==> src/rtl/lfu_pkg.sv <==
package lfu_pkg;

    // Fixed field widths of the stream and configuration ports
    localparam int unsigned ENTRY_KEY_W   = 16;
    localparam int unsigned SLOT_INDEX_W  = 4;
    localparam int unsigned EVICTED_KEY_W = 16;
    localparam int unsigned USE_COUNT_W   = 16;
    localparam int unsigned IN_DATA_W     = 16;
    localparam int unsigned OUT_DATA_W    = 40;
    localparam int unsigned CFG_W         = 5;

    // Reset value of the frames-in-use register
    localparam logic [CFG_W-1:0] FRAMES_IN_USE_RST = 5'd16;

    // Bit positions of the result fields inside m_tdata
    localparam int unsigned OUT_HIT_LSB   = 0;
    localparam int unsigned OUT_SLOT_LSB  = 1;
    localparam int unsigned OUT_EVV_LSB   = 5;
    localparam int unsigned OUT_EVKEY_LSB = 6;
    localparam int unsigned OUT_COUNT_LSB = 22;

    // Control sequencer states
    typedef enum logic [1:0] {
        ST_IDLE,
        ST_SCAN,
        ST_COMMIT
    } lfu_state_t;

    // Flags of the search token that walks down the cell row
    typedef struct packed {
        logic valid;
        logic hit;
        logic have_cand;
        logic have_free;
    } tok_ctl_t;

    // Flags of the update broadcast to every cell
    typedef struct packed {
        logic en;
        logic hit;
        logic evict;
    } upd_ctl_t;

endpackage

==> src/rtl/lfu_cell.sv <==
module lfu_cell #(
    parameter int unsigned SLOT_W      = 4,
    parameter int unsigned KEY_WIDTH   = 16,
    parameter int unsigned COUNT_WIDTH = 16,
    parameter int unsigned CELL_IDX    = 0
) (
    input  logic                   aclk,
    input  logic                   aresetn,
    // Search token from the left neighbor
    input  lfu_pkg::tok_ctl_t      tok_ctl_in,
    input  logic [KEY_WIDTH-1:0]   tok_key_in,
    input  logic [SLOT_W-1:0]      tok_hit_slot_in,
    input  logic [COUNT_WIDTH-1:0] tok_hit_cnt_in,
    input  logic [COUNT_WIDTH-1:0] tok_cand_cnt_in,
    input  logic [SLOT_W-1:0]      tok_cand_rank_in,
    input  logic [SLOT_W-1:0]      tok_cand_slot_in,
    input  logic [KEY_WIDTH-1:0]   tok_cand_key_in,
    input  logic [SLOT_W-1:0]      tok_free_slot_in,
    // Search token to the right neighbor
    output lfu_pkg::tok_ctl_t      tok_ctl_out,
    output logic [KEY_WIDTH-1:0]   tok_key_out,
    output logic [SLOT_W-1:0]      tok_hit_slot_out,
    output logic [COUNT_WIDTH-1:0] tok_hit_cnt_out,
    output logic [COUNT_WIDTH-1:0] tok_cand_cnt_out,
    output logic [SLOT_W-1:0]      tok_cand_rank_out,
    output logic [SLOT_W-1:0]      tok_cand_slot_out,
    output logic [KEY_WIDTH-1:0]   tok_cand_key_out,
    output logic [SLOT_W-1:0]      tok_free_slot_out,
    // Update broadcast
    input  lfu_pkg::upd_ctl_t      upd_ctl,
    input  logic [SLOT_W-1:0]      upd_slot,
    input  logic [SLOT_W-1:0]      upd_vrank,
    input  logic [SLOT_W-1:0]      upd_new_rank,
    input  logic [KEY_WIDTH-1:0]   upd_key
);
    import lfu_pkg::*;

    localparam logic [SLOT_W-1:0]      MY_SLOT   = SLOT_W'(CELL_IDX);
    localparam logic [COUNT_WIDTH-1:0] COUNT_MAX = {COUNT_WIDTH{1'b1}};

    // Slot contents
    logic                   valid_reg, valid_next;
    logic [KEY_WIDTH-1:0]   key_reg, key_next;
    logic [COUNT_WIDTH-1:0] count_reg, count_next;
    logic [SLOT_W-1:0]      rank_reg, rank_next;

    // Token stage
    tok_ctl_t               tctl_reg, tctl_next;
    logic [KEY_WIDTH-1:0]   tkey_reg, tkey_next;
    logic [SLOT_W-1:0]      thslot_reg, thslot_next;
    logic [COUNT_WIDTH-1:0] thcnt_reg, thcnt_next;
    logic [COUNT_WIDTH-1:0] tccnt_reg, tccnt_next;
    logic [SLOT_W-1:0]      tcrank_reg, tcrank_next;
    logic [SLOT_W-1:0]      tcslot_reg, tcslot_next;
    logic [KEY_WIDTH-1:0]   tckey_reg, tckey_next;
    logic [SLOT_W-1:0]      tfree_reg, tfree_next;

    logic                   better;

    // This slot beats the candidate carried so far: lower count, or same count and older
    assign better = valid_reg && (!tok_ctl_in.have_cand || (count_reg < tok_cand_cnt_in) ||
                    ((count_reg == tok_cand_cnt_in) && (rank_reg < tok_cand_rank_in)));

    // Fold this slot into the passing token
    always_comb begin
        tctl_next   = tok_ctl_in;
        tkey_next   = tok_key_in;
        thslot_next = tok_hit_slot_in;
        thcnt_next  = tok_hit_cnt_in;
        tccnt_next  = tok_cand_cnt_in;
        tcrank_next = tok_cand_rank_in;
        tcslot_next = tok_cand_slot_in;
        tckey_next  = tok_cand_key_in;
        tfree_next  = tok_free_slot_in;
        if (tok_ctl_in.valid) begin
            if (valid_reg && !tok_ctl_in.hit && (key_reg == tok_key_in)) begin
                tctl_next.hit = 1'b1;
                thslot_next   = MY_SLOT;
                thcnt_next    = count_reg;
            end
            if (better) begin
                tctl_next.have_cand = 1'b1;
                tccnt_next          = count_reg;
                tcrank_next         = rank_reg;
                tcslot_next         = MY_SLOT;
                tckey_next          = key_reg;
            end
            if (!valid_reg && !tok_ctl_in.have_free) begin
                tctl_next.have_free = 1'b1;
                tfree_next          = MY_SLOT;
            end
        end
    end

    // Apply the committed access to this slot
    always_comb begin
        valid_next = valid_reg;
        key_next   = key_reg;
        count_next = count_reg;
        rank_next  = rank_reg;
        if (upd_ctl.en) begin
            if (upd_ctl.hit) begin
                if ((upd_slot == MY_SLOT) && (count_reg != COUNT_MAX)) begin
                    count_next = count_reg + COUNT_WIDTH'(1);
                end
            end else begin
                // Entries younger than the victim move one rank toward the oldest
                if (upd_ctl.evict && valid_reg && (rank_reg > upd_vrank)) begin
                    rank_next = rank_reg - SLOT_W'(1);
                end
                if (upd_slot == MY_SLOT) begin
                    valid_next = 1'b1;
                    key_next   = upd_key;
                    count_next = COUNT_WIDTH'(1);
                    rank_next  = upd_new_rank;
                end
            end
        end
    end

    // Control flops
    always_ff @(posedge aclk) begin
        if (!aresetn) begin
            valid_reg <= 1'b0;
            tctl_reg  <= '0;
        end else begin
            valid_reg <= valid_next;
            tctl_reg  <= tctl_next;
        end
    end

    // Payload flops
    always_ff @(posedge aclk) begin
        key_reg    <= key_next;
        count_reg  <= count_next;
        rank_reg   <= rank_next;
        tkey_reg   <= tkey_next;
        thslot_reg <= thslot_next;
        thcnt_reg  <= thcnt_next;
        tccnt_reg  <= tccnt_next;
        tcrank_reg <= tcrank_next;
        tcslot_reg <= tcslot_next;
        tckey_reg  <= tckey_next;
        tfree_reg  <= tfree_next;
    end

    assign tok_ctl_out       = tctl_reg;
    assign tok_key_out       = tkey_reg;
    assign tok_hit_slot_out  = thslot_reg;
    assign tok_hit_cnt_out   = thcnt_reg;
    assign tok_cand_cnt_out  = tccnt_reg;
    assign tok_cand_rank_out = tcrank_reg;
    assign tok_cand_slot_out = tcslot_reg;
    assign tok_cand_key_out  = tckey_reg;
    assign tok_free_slot_out = tfree_reg;

endmodule

==> src/rtl/lfu_replacement_table.sv <==
// Least-frequently-used replacement table with oldest-first tie break. Each beat on the
// s_ side carries one access key; each beat on the m_ side reports whether it hit, the slot
// that now holds it, the key evicted to make room (if any) and its use count after the
// access. Counts saturate at all ones. One access is handled at a time: a search token
// passes through the row of FRAMES slot cells one cell per clock, starting at the accepting
// edge, collecting the hit, the eviction candidate and the first free slot; the search
// outcome is then registered, and the commit state applies the update to all cells at once.
// The next access can be accepted in the cycle in which the result appears, even if that
// beat is not yet taken; the commit waits only while an earlier result is still held.
// frames_in_use may be written only while no access is in flight; 0 acts as 1 and values
// above FRAMES act as FRAMES.
module lfu_replacement_table #(
    parameter int unsigned FRAMES      = 16,
    parameter int unsigned KEY_WIDTH   = 16,
    parameter int unsigned COUNT_WIDTH = 16
) (
    input  logic                             aclk,
    input  logic                             aresetn,
    // Configuration
    input  logic                             cfg_we,
    input  logic [lfu_pkg::CFG_W-1:0]        cfg_wdata,   // frames_in_use
    // Access stream
    input  logic                             s_tvalid,
    output logic                             s_tready,
    input  logic [lfu_pkg::IN_DATA_W-1:0]    s_tdata,     // [15:0] entry_key
    // Result stream
    output logic                             m_tvalid,
    input  logic                             m_tready,
    // [0] was_hit, [4:1] slot_index, [5] evicted_valid, [21:6] evicted_key,
    // [37:22] use_count, [39:38] zero
    output logic [lfu_pkg::OUT_DATA_W-1:0]   m_tdata
);
    import lfu_pkg::*;

    localparam int unsigned SLOT_W = (FRAMES > 1) ? $clog2(FRAMES) : 1;
    localparam int unsigned OCC_W  = $clog2(FRAMES + 1);
    localparam int unsigned LIM_W  = (OCC_W > CFG_W) ? OCC_W : CFG_W;
    localparam logic [COUNT_WIDTH-1:0] COUNT_MAX = {COUNT_WIDTH{1'b1}};

    // Token chain between the cells; element 0 is the launch point
    tok_ctl_t               c_ctl   [FRAMES+1];
    logic [KEY_WIDTH-1:0]   c_key   [FRAMES+1];
    logic [SLOT_W-1:0]      c_hslot [FRAMES+1];
    logic [COUNT_WIDTH-1:0] c_hcnt  [FRAMES+1];
    logic [COUNT_WIDTH-1:0] c_ccnt  [FRAMES+1];
    logic [SLOT_W-1:0]      c_crank [FRAMES+1];
    logic [SLOT_W-1:0]      c_cslot [FRAMES+1];
    logic [KEY_WIDTH-1:0]   c_ckey  [FRAMES+1];
    logic [SLOT_W-1:0]      c_free  [FRAMES+1];

    lfu_state_t             state_reg, state_next;
    logic [CFG_W-1:0]       frames_in_use_reg;
    logic [OCC_W-1:0]       occ_reg, occ_next;

    // Search result held until commit
    logic                   h_hit_reg;
    logic [KEY_WIDTH-1:0]   h_key_reg;
    logic [SLOT_W-1:0]      h_hslot_reg;
    logic [COUNT_WIDTH-1:0] h_hcnt_reg;
    logic [SLOT_W-1:0]      h_cslot_reg;
    logic [SLOT_W-1:0]      h_crank_reg;
    logic [KEY_WIDTH-1:0]   h_ckey_reg;
    logic [SLOT_W-1:0]      h_free_reg;

    logic                   m_valid_reg, m_valid_next;
    logic [OUT_DATA_W-1:0]  m_data_reg, m_data_next;

    logic                   accept;
    logic                   out_free;
    logic                   capture;
    logic [LIM_W-1:0]       cfg_ext;
    logic [LIM_W-1:0]       limit;
    logic                   full;
    upd_ctl_t               upd_ctl;
    logic [SLOT_W-1:0]      upd_slot;
    logic [SLOT_W-1:0]      upd_new_rank;
    logic [COUNT_WIDTH-1:0] use_cnt;

    assign s_tready = (state_reg == ST_IDLE);
    assign accept   = s_tvalid && s_tready;
    assign out_free = !m_valid_reg || m_tready;
    assign capture  = (state_reg == ST_SCAN) && c_ctl[FRAMES].valid;

    // Launch a fresh token into the first cell
    always_comb begin
        c_ctl[0]       = '0;
        c_ctl[0].valid = accept;
        c_key[0]       = KEY_WIDTH'(s_tdata[ENTRY_KEY_W-1:0]);
        c_hslot[0]     = '0;
        c_hcnt[0]      = '0;
        c_ccnt[0]      = '0;
        c_crank[0]     = '0;
        c_cslot[0]     = '0;
        c_ckey[0]      = '0;
        c_free[0]      = '0;
    end

    // Row of slot cells
    for (genvar i = 0; i < FRAMES; i++) begin : g_cell
        lfu_cell #(
            .SLOT_W      (SLOT_W),
            .KEY_WIDTH   (KEY_WIDTH),
            .COUNT_WIDTH (COUNT_WIDTH),
            .CELL_IDX    (i)
        ) u_cell (
            .aclk              (aclk),
            .aresetn           (aresetn),
            .tok_ctl_in        (c_ctl[i]),
            .tok_key_in        (c_key[i]),
            .tok_hit_slot_in   (c_hslot[i]),
            .tok_hit_cnt_in    (c_hcnt[i]),
            .tok_cand_cnt_in   (c_ccnt[i]),
            .tok_cand_rank_in  (c_crank[i]),
            .tok_cand_slot_in  (c_cslot[i]),
            .tok_cand_key_in   (c_ckey[i]),
            .tok_free_slot_in  (c_free[i]),
            .tok_ctl_out       (c_ctl[i+1]),
            .tok_key_out       (c_key[i+1]),
            .tok_hit_slot_out  (c_hslot[i+1]),
            .tok_hit_cnt_out   (c_hcnt[i+1]),
            .tok_cand_cnt_out  (c_ccnt[i+1]),
            .tok_cand_rank_out (c_crank[i+1]),
            .tok_cand_slot_out (c_cslot[i+1]),
            .tok_cand_key_out  (c_ckey[i+1]),
            .tok_free_slot_out (c_free[i+1]),
            .upd_ctl           (upd_ctl),
            .upd_slot          (upd_slot),
            .upd_vrank         (h_crank_reg),
            .upd_new_rank      (upd_new_rank),
            .upd_key           (h_key_reg)
        );
    end

    // Effective table size
    assign cfg_ext = LIM_W'(frames_in_use_reg);
    always_comb begin
        limit = cfg_ext;
        if (cfg_ext == '0) begin
            limit = LIM_W'(1);
        end else if (cfg_ext > LIM_W'(FRAMES)) begin
            limit = LIM_W'(FRAMES);
        end
    end
    assign full = (LIM_W'(occ_reg) >= limit);

    // Sequencer, commit decision and result formatting
    always_comb begin
        state_next   = state_reg;
        occ_next     = occ_reg;
        m_valid_next = m_valid_reg;
        m_data_next  = m_data_reg;
        upd_ctl      = '0;
        upd_slot     = h_free_reg;
        upd_new_rank = SLOT_W'(occ_reg);
        use_cnt      = COUNT_WIDTH'(1);

        if (m_valid_reg && m_tready) begin
            m_valid_next = 1'b0;
        end

        if (h_hit_reg) begin
            upd_slot = h_hslot_reg;
            use_cnt  = (h_hcnt_reg == COUNT_MAX) ? COUNT_MAX : h_hcnt_reg + COUNT_WIDTH'(1);
        end else if (full) begin
            upd_slot     = h_cslot_reg;
            upd_new_rank = SLOT_W'(occ_reg - OCC_W'(1));
        end

        case (state_reg)
            ST_IDLE: begin
                if (accept) begin
                    state_next = ST_SCAN;
                end
            end
            ST_SCAN: begin
                if (capture) begin
                    state_next = ST_COMMIT;
                end
            end
            ST_COMMIT: begin
                if (out_free) begin
                    upd_ctl.en    = 1'b1;
                    upd_ctl.hit   = h_hit_reg;
                    upd_ctl.evict = !h_hit_reg && full;
                    if (!h_hit_reg && !full) begin
                        occ_next = occ_reg + OCC_W'(1);
                    end
                    m_valid_next = 1'b1;
                    m_data_next  = '0;
                    m_data_next[OUT_HIT_LSB] = h_hit_reg;
                    m_data_next[OUT_SLOT_LSB +: SLOT_INDEX_W] = SLOT_INDEX_W'(upd_slot);
                    m_data_next[OUT_EVV_LSB] = upd_ctl.evict;
                    m_data_next[OUT_EVKEY_LSB +: EVICTED_KEY_W] =
                        upd_ctl.evict ? EVICTED_KEY_W'(h_ckey_reg) : '0;
                    m_data_next[OUT_COUNT_LSB +: USE_COUNT_W] = USE_COUNT_W'(use_cnt);
                    state_next = ST_IDLE;
                end
            end
            default: begin
                state_next = ST_IDLE;
            end
        endcase
    end

    // Control registers
    always_ff @(posedge aclk) begin
        if (!aresetn) begin
            state_reg         <= ST_IDLE;
            occ_reg           <= '0;
            m_valid_reg       <= 1'b0;
            frames_in_use_reg <= FRAMES_IN_USE_RST;
        end else begin
            state_reg   <= state_next;
            occ_reg     <= occ_next;
            m_valid_reg <= m_valid_next;
            if (cfg_we) begin
                frames_in_use_reg <= cfg_wdata;
            end
        end
    end

    // Search result capture and output data; the key leaves the row with the token
    always_ff @(posedge aclk) begin
        if (capture) begin
            h_hit_reg   <= c_ctl[FRAMES].hit;
            h_key_reg   <= c_key[FRAMES];
            h_hslot_reg <= c_hslot[FRAMES];
            h_hcnt_reg  <= c_hcnt[FRAMES];
            h_cslot_reg <= c_cslot[FRAMES];
            h_crank_reg <= c_crank[FRAMES];
            h_ckey_reg  <= c_ckey[FRAMES];
            h_free_reg  <= c_free[FRAMES];
        end
        m_data_reg <= m_data_next;
    end

    assign m_tvalid = m_valid_reg;
    assign m_tdata  = m_data_reg;

endmodule

==> config.mk <==
export PLATFORM = sky130hd
export DESIGN_NAME = lfu_replacement_table
export DESIGN_NICKNAME = d
export VERILOG_FILES = /design/src/rtl/lfu_pkg.sv /design/src/rtl/lfu_cell.sv /design/src/rtl/lfu_replacement_table.sv
export SDC_FILE = /design/constraint.sdc
export NUM_CORES = 2
export LEC_CHECK = 0
export BUFFER_PORTS_ARGS = -buffer_cell sky130_fd_sc_hd__buf_2
export CAP_MARGIN = 25
export CORE_AREA = 2 2 526 528
export DETAILED_ROUTE_END_ITERATION = 7
export DIE_AREA = 0 0 528 530
export PLACE_DENSITY = 0.46
export SLEW_MARGIN = 5
export SYNTH_ARGS = -nofsm -noshare
export SYNTH_HDL_FRONTEND = slang
export SYNTH_HIERARCHICAL = 1
export SYNTH_SLANG_ARGS = --single-unit
==> constraint.sdc <==
create_clock -name aclk -period 15.2 [get_ports aclk]
set_clock_uncertainty 0.1 [all_clocks]
set_input_delay 0.76 -clock aclk [delete_from_list [all_inputs] [get_ports aclk]]
set_output_delay 0.76 -clock aclk [all_outputs]
set_load 0.02 [all_outputs]
==> impl_results.md <==
- I/O pins: between 60 and 70
- CP Capture Type: register
- RSZ-0062 raised after global routing: no
- Max Freq: between 150 and 200 MHz
- Cell at the root of the clock tree: clkbuf_16
- Worst path top cell family by delay: buffers and inverters
- DR DRC count: 0
- TNS Setup: 0 ps
- TritonCTS Buffers: 218
- GP Congestion: 0.7626
- DRT antenna net count: 0
- Hold depth: 3
- # setup viols final: 0
- CP startpoint kind: register
- CTS clk-pin slew, worst paths: 60 ps
- Worst setup path end: g_cell[10].u_cell/count_reg[0]
- # H-tree levels: 4
- CP peak stage delay: 800 ps
- Hold Violations, Final: 0
- Worst-Margin Slew: 994.3 ps
- Post-Syn Instances: 6323
- Core area: 274800 sq um
- Syn Std Cell Area: 81310 sq um
- CP Data Required Time: 15570 ps
- Crit Path Class: reg2reg
- TritonCTS clock tree: yes
- Clk buf depth: 4
- Worst path depth: 7
- Nets@finish: between 7000 and 8000
- Clk sink count: 2034
- Total power: between 10 and 15 mW
- Initial antenna violation count: 2
- PwrDens: 122.4 nW/um^2
- Reg-to-reg setup timing slack: 10020 ps
- Initial DRC count: 1966
- Rows: 193
- Crit-path cells: clkinv_1 -> nor3_2 -> buf_4 -> buf_4 -> buf_4 -> nand2_1 -> o311a_1
- GRT Resource Usage Total: 0.1280
- CP arrival: approximately 5600 ps
- Syn. warnings: 6
- Max Cap Viol: 0
- Max transition margin: 0.3276
- Congestion Overflow GR: 0
- First-pass GRT wire length: 281700 microns
- Pins over their slew limit: 0
- Buf+Inv Stages, Crit Path: 4
- Die H: 530 microns
- Worst-path maximum fanout: 97
- Post-DP HPWL: 134800 microns
- Reg2Reg Launch Point: h_hit_reg
- Routed vias: 44623
- DRT Pass-1 Iters: 5
- Vias/cell: 4.275
- Fin crit period: 5183 ps
- Status: finished clean
- Worst-skew pair later-pin latency: 850 ps
- Hold Slack: 83.82 ps
- Fin crit share: 0.3410
- Crit path top cell by count: buf_4
- Vias in the first global route: 47223
- Layout cells sized above 1: 0.1084
- Fill cells: around 27000
- Slowest-stage cell, CP: buf_4
- Die area: 279800 sq um
- Setup crit start: h_hit_reg
- Hold_sp: cfg_wdata[0]
- Hold Path Class: in2reg
- Post-layout util: 0.3399
- Leakage power: 36.41 nW
- Worst r2r path cells: 7
- Layout area overhead: 14.88%
- Avg WL per Cell: around 17 microns
- VDD IR max: between 0.1 and 0.15 mV
- Chip width: 528 microns
- Port Buffers: 65
- Largest net degree at the start of global routing: slightly below 100
- Starting Density: 0.2959
- Post-Syn Area per Cell: 12.86 sq um
- Drt total wl: 181700 microns
- Reg2Reg Capture Point: g_cell[10].u_cell/count_reg[0]
-- placed cells by master (no fill, tap or decap), drive strengths merged, types with 8 or more instances in the layout --
| master | n |
|---|---|
| o21bai | 14 |
| nor2 | 117 |
| a21boi | 60 |
| buf | 131 |
| o311a | 20 |
| nor3 | 57 |
| mux2i | 35 |
| and3b | 10 |
| o21a | 73 |
| dlygate4sd3 | 18 |
| xor2 | 88 |
| inv | 416 |
| conb | 91 |
| o22ai | 16 |
| a211oi | 18 |
| ha | 408 |
| o211ai | 8 |
| or2 | 66 |
| nor3b | 14 |
| nor4 | 35 |
| or3 | 61 |
| dfxtp | 1355 |
| a41oi | 10 |
| a21oi | 203 |
| and2 | 234 |
| nor2b | 179 |
| nand3 | 116 |
| nand4 | 136 |
| o2111ai | 9 |
| nand2b | 70 |
| and3 | 32 |
| o21ai | 160 |
| mux2 | 794 |
| xnor2 | 380 |
| clkbuf | 333 |
| nand2 | 249 |
| clkinv | 48 |
| edfxtp | 679 |
| or4 | 37 |
-- power by group --
part	internal (mW)	switching, mW	total [mW]
registers	5.78	0.0853	5.86
logic	0.171	0.165	0.336
clock network	3.11	2.12	5.23
total	9.06	2.37	11.4
-- what timing repair did --
action | 4_1_cts | 5_1_grt
hold buffers | 18 | 0
endpoints found under the hold margin | 18 | 0
gates resized for setup | 0 | 0
buffers inserted | 0 | 0
-- worst min path at each step --
stage | end | slack (ps)
finish | cfg_ext[0] | 80
global placement | g_cell[1].u_cell/tok_key_out[10] | 260
CTS | cfg_ext[0] | 9
floorplan | g_cell[10].u_cell/tok_key_out[0] | 250
global route | cfg_ext[2] | 40
detailed placement | g_cell[14].u_cell/tok_key_out[10] | 260
-- through the flow --
stage	cell area, sq um	instances	setup slack, ps
finish	93410	10439	10020
CTS	93400	10435	9904
global placement	86060	10018	10040
floorplan	81650	6413	5950
global route	93410	10438	9519
detailed placement	86070	10019	9982
-- routing by layer --
metal / routed length, microns / up-vias / track usage
met5: 0 / - / 0
met4: 5539 / 0 / 0.04085
li1: - / 22771 / -
met2: 86530 / 537 / 0.2194
met3: 5152 / 316 / 0.01918
met1: 84470 / 20999 / 0.1648
-- worst reg2reg max path: stages (launching register included) --
cell and delay, ps:
edfxtp_1 750, clkinv_1 600, nor3_2 300, buf_4 490, buf_4 820, buf_4 940
nand2_1 170, o311a_1 640
-- cell type report --
type / count / area, sq um / share of cell area
Antenna cell: 3 / 7.507 / 0.00008037
Clock buffer: 332 / 6623 / 0.07090
Clock inverter: 66 / 530.5 / 0.005679
Inverter: 408 / 1531 / 0.01639
Multi-Input combinational cell: 3839 / 31680 / 0.3392
Sequential cell: 2034 / 47520 / 0.5087
Tap cell: 3607 / 4513 / 0.04831
Timing Repair Buffer: 150 / 1011 / 0.01082
Power figures use the tool's default switching activity.
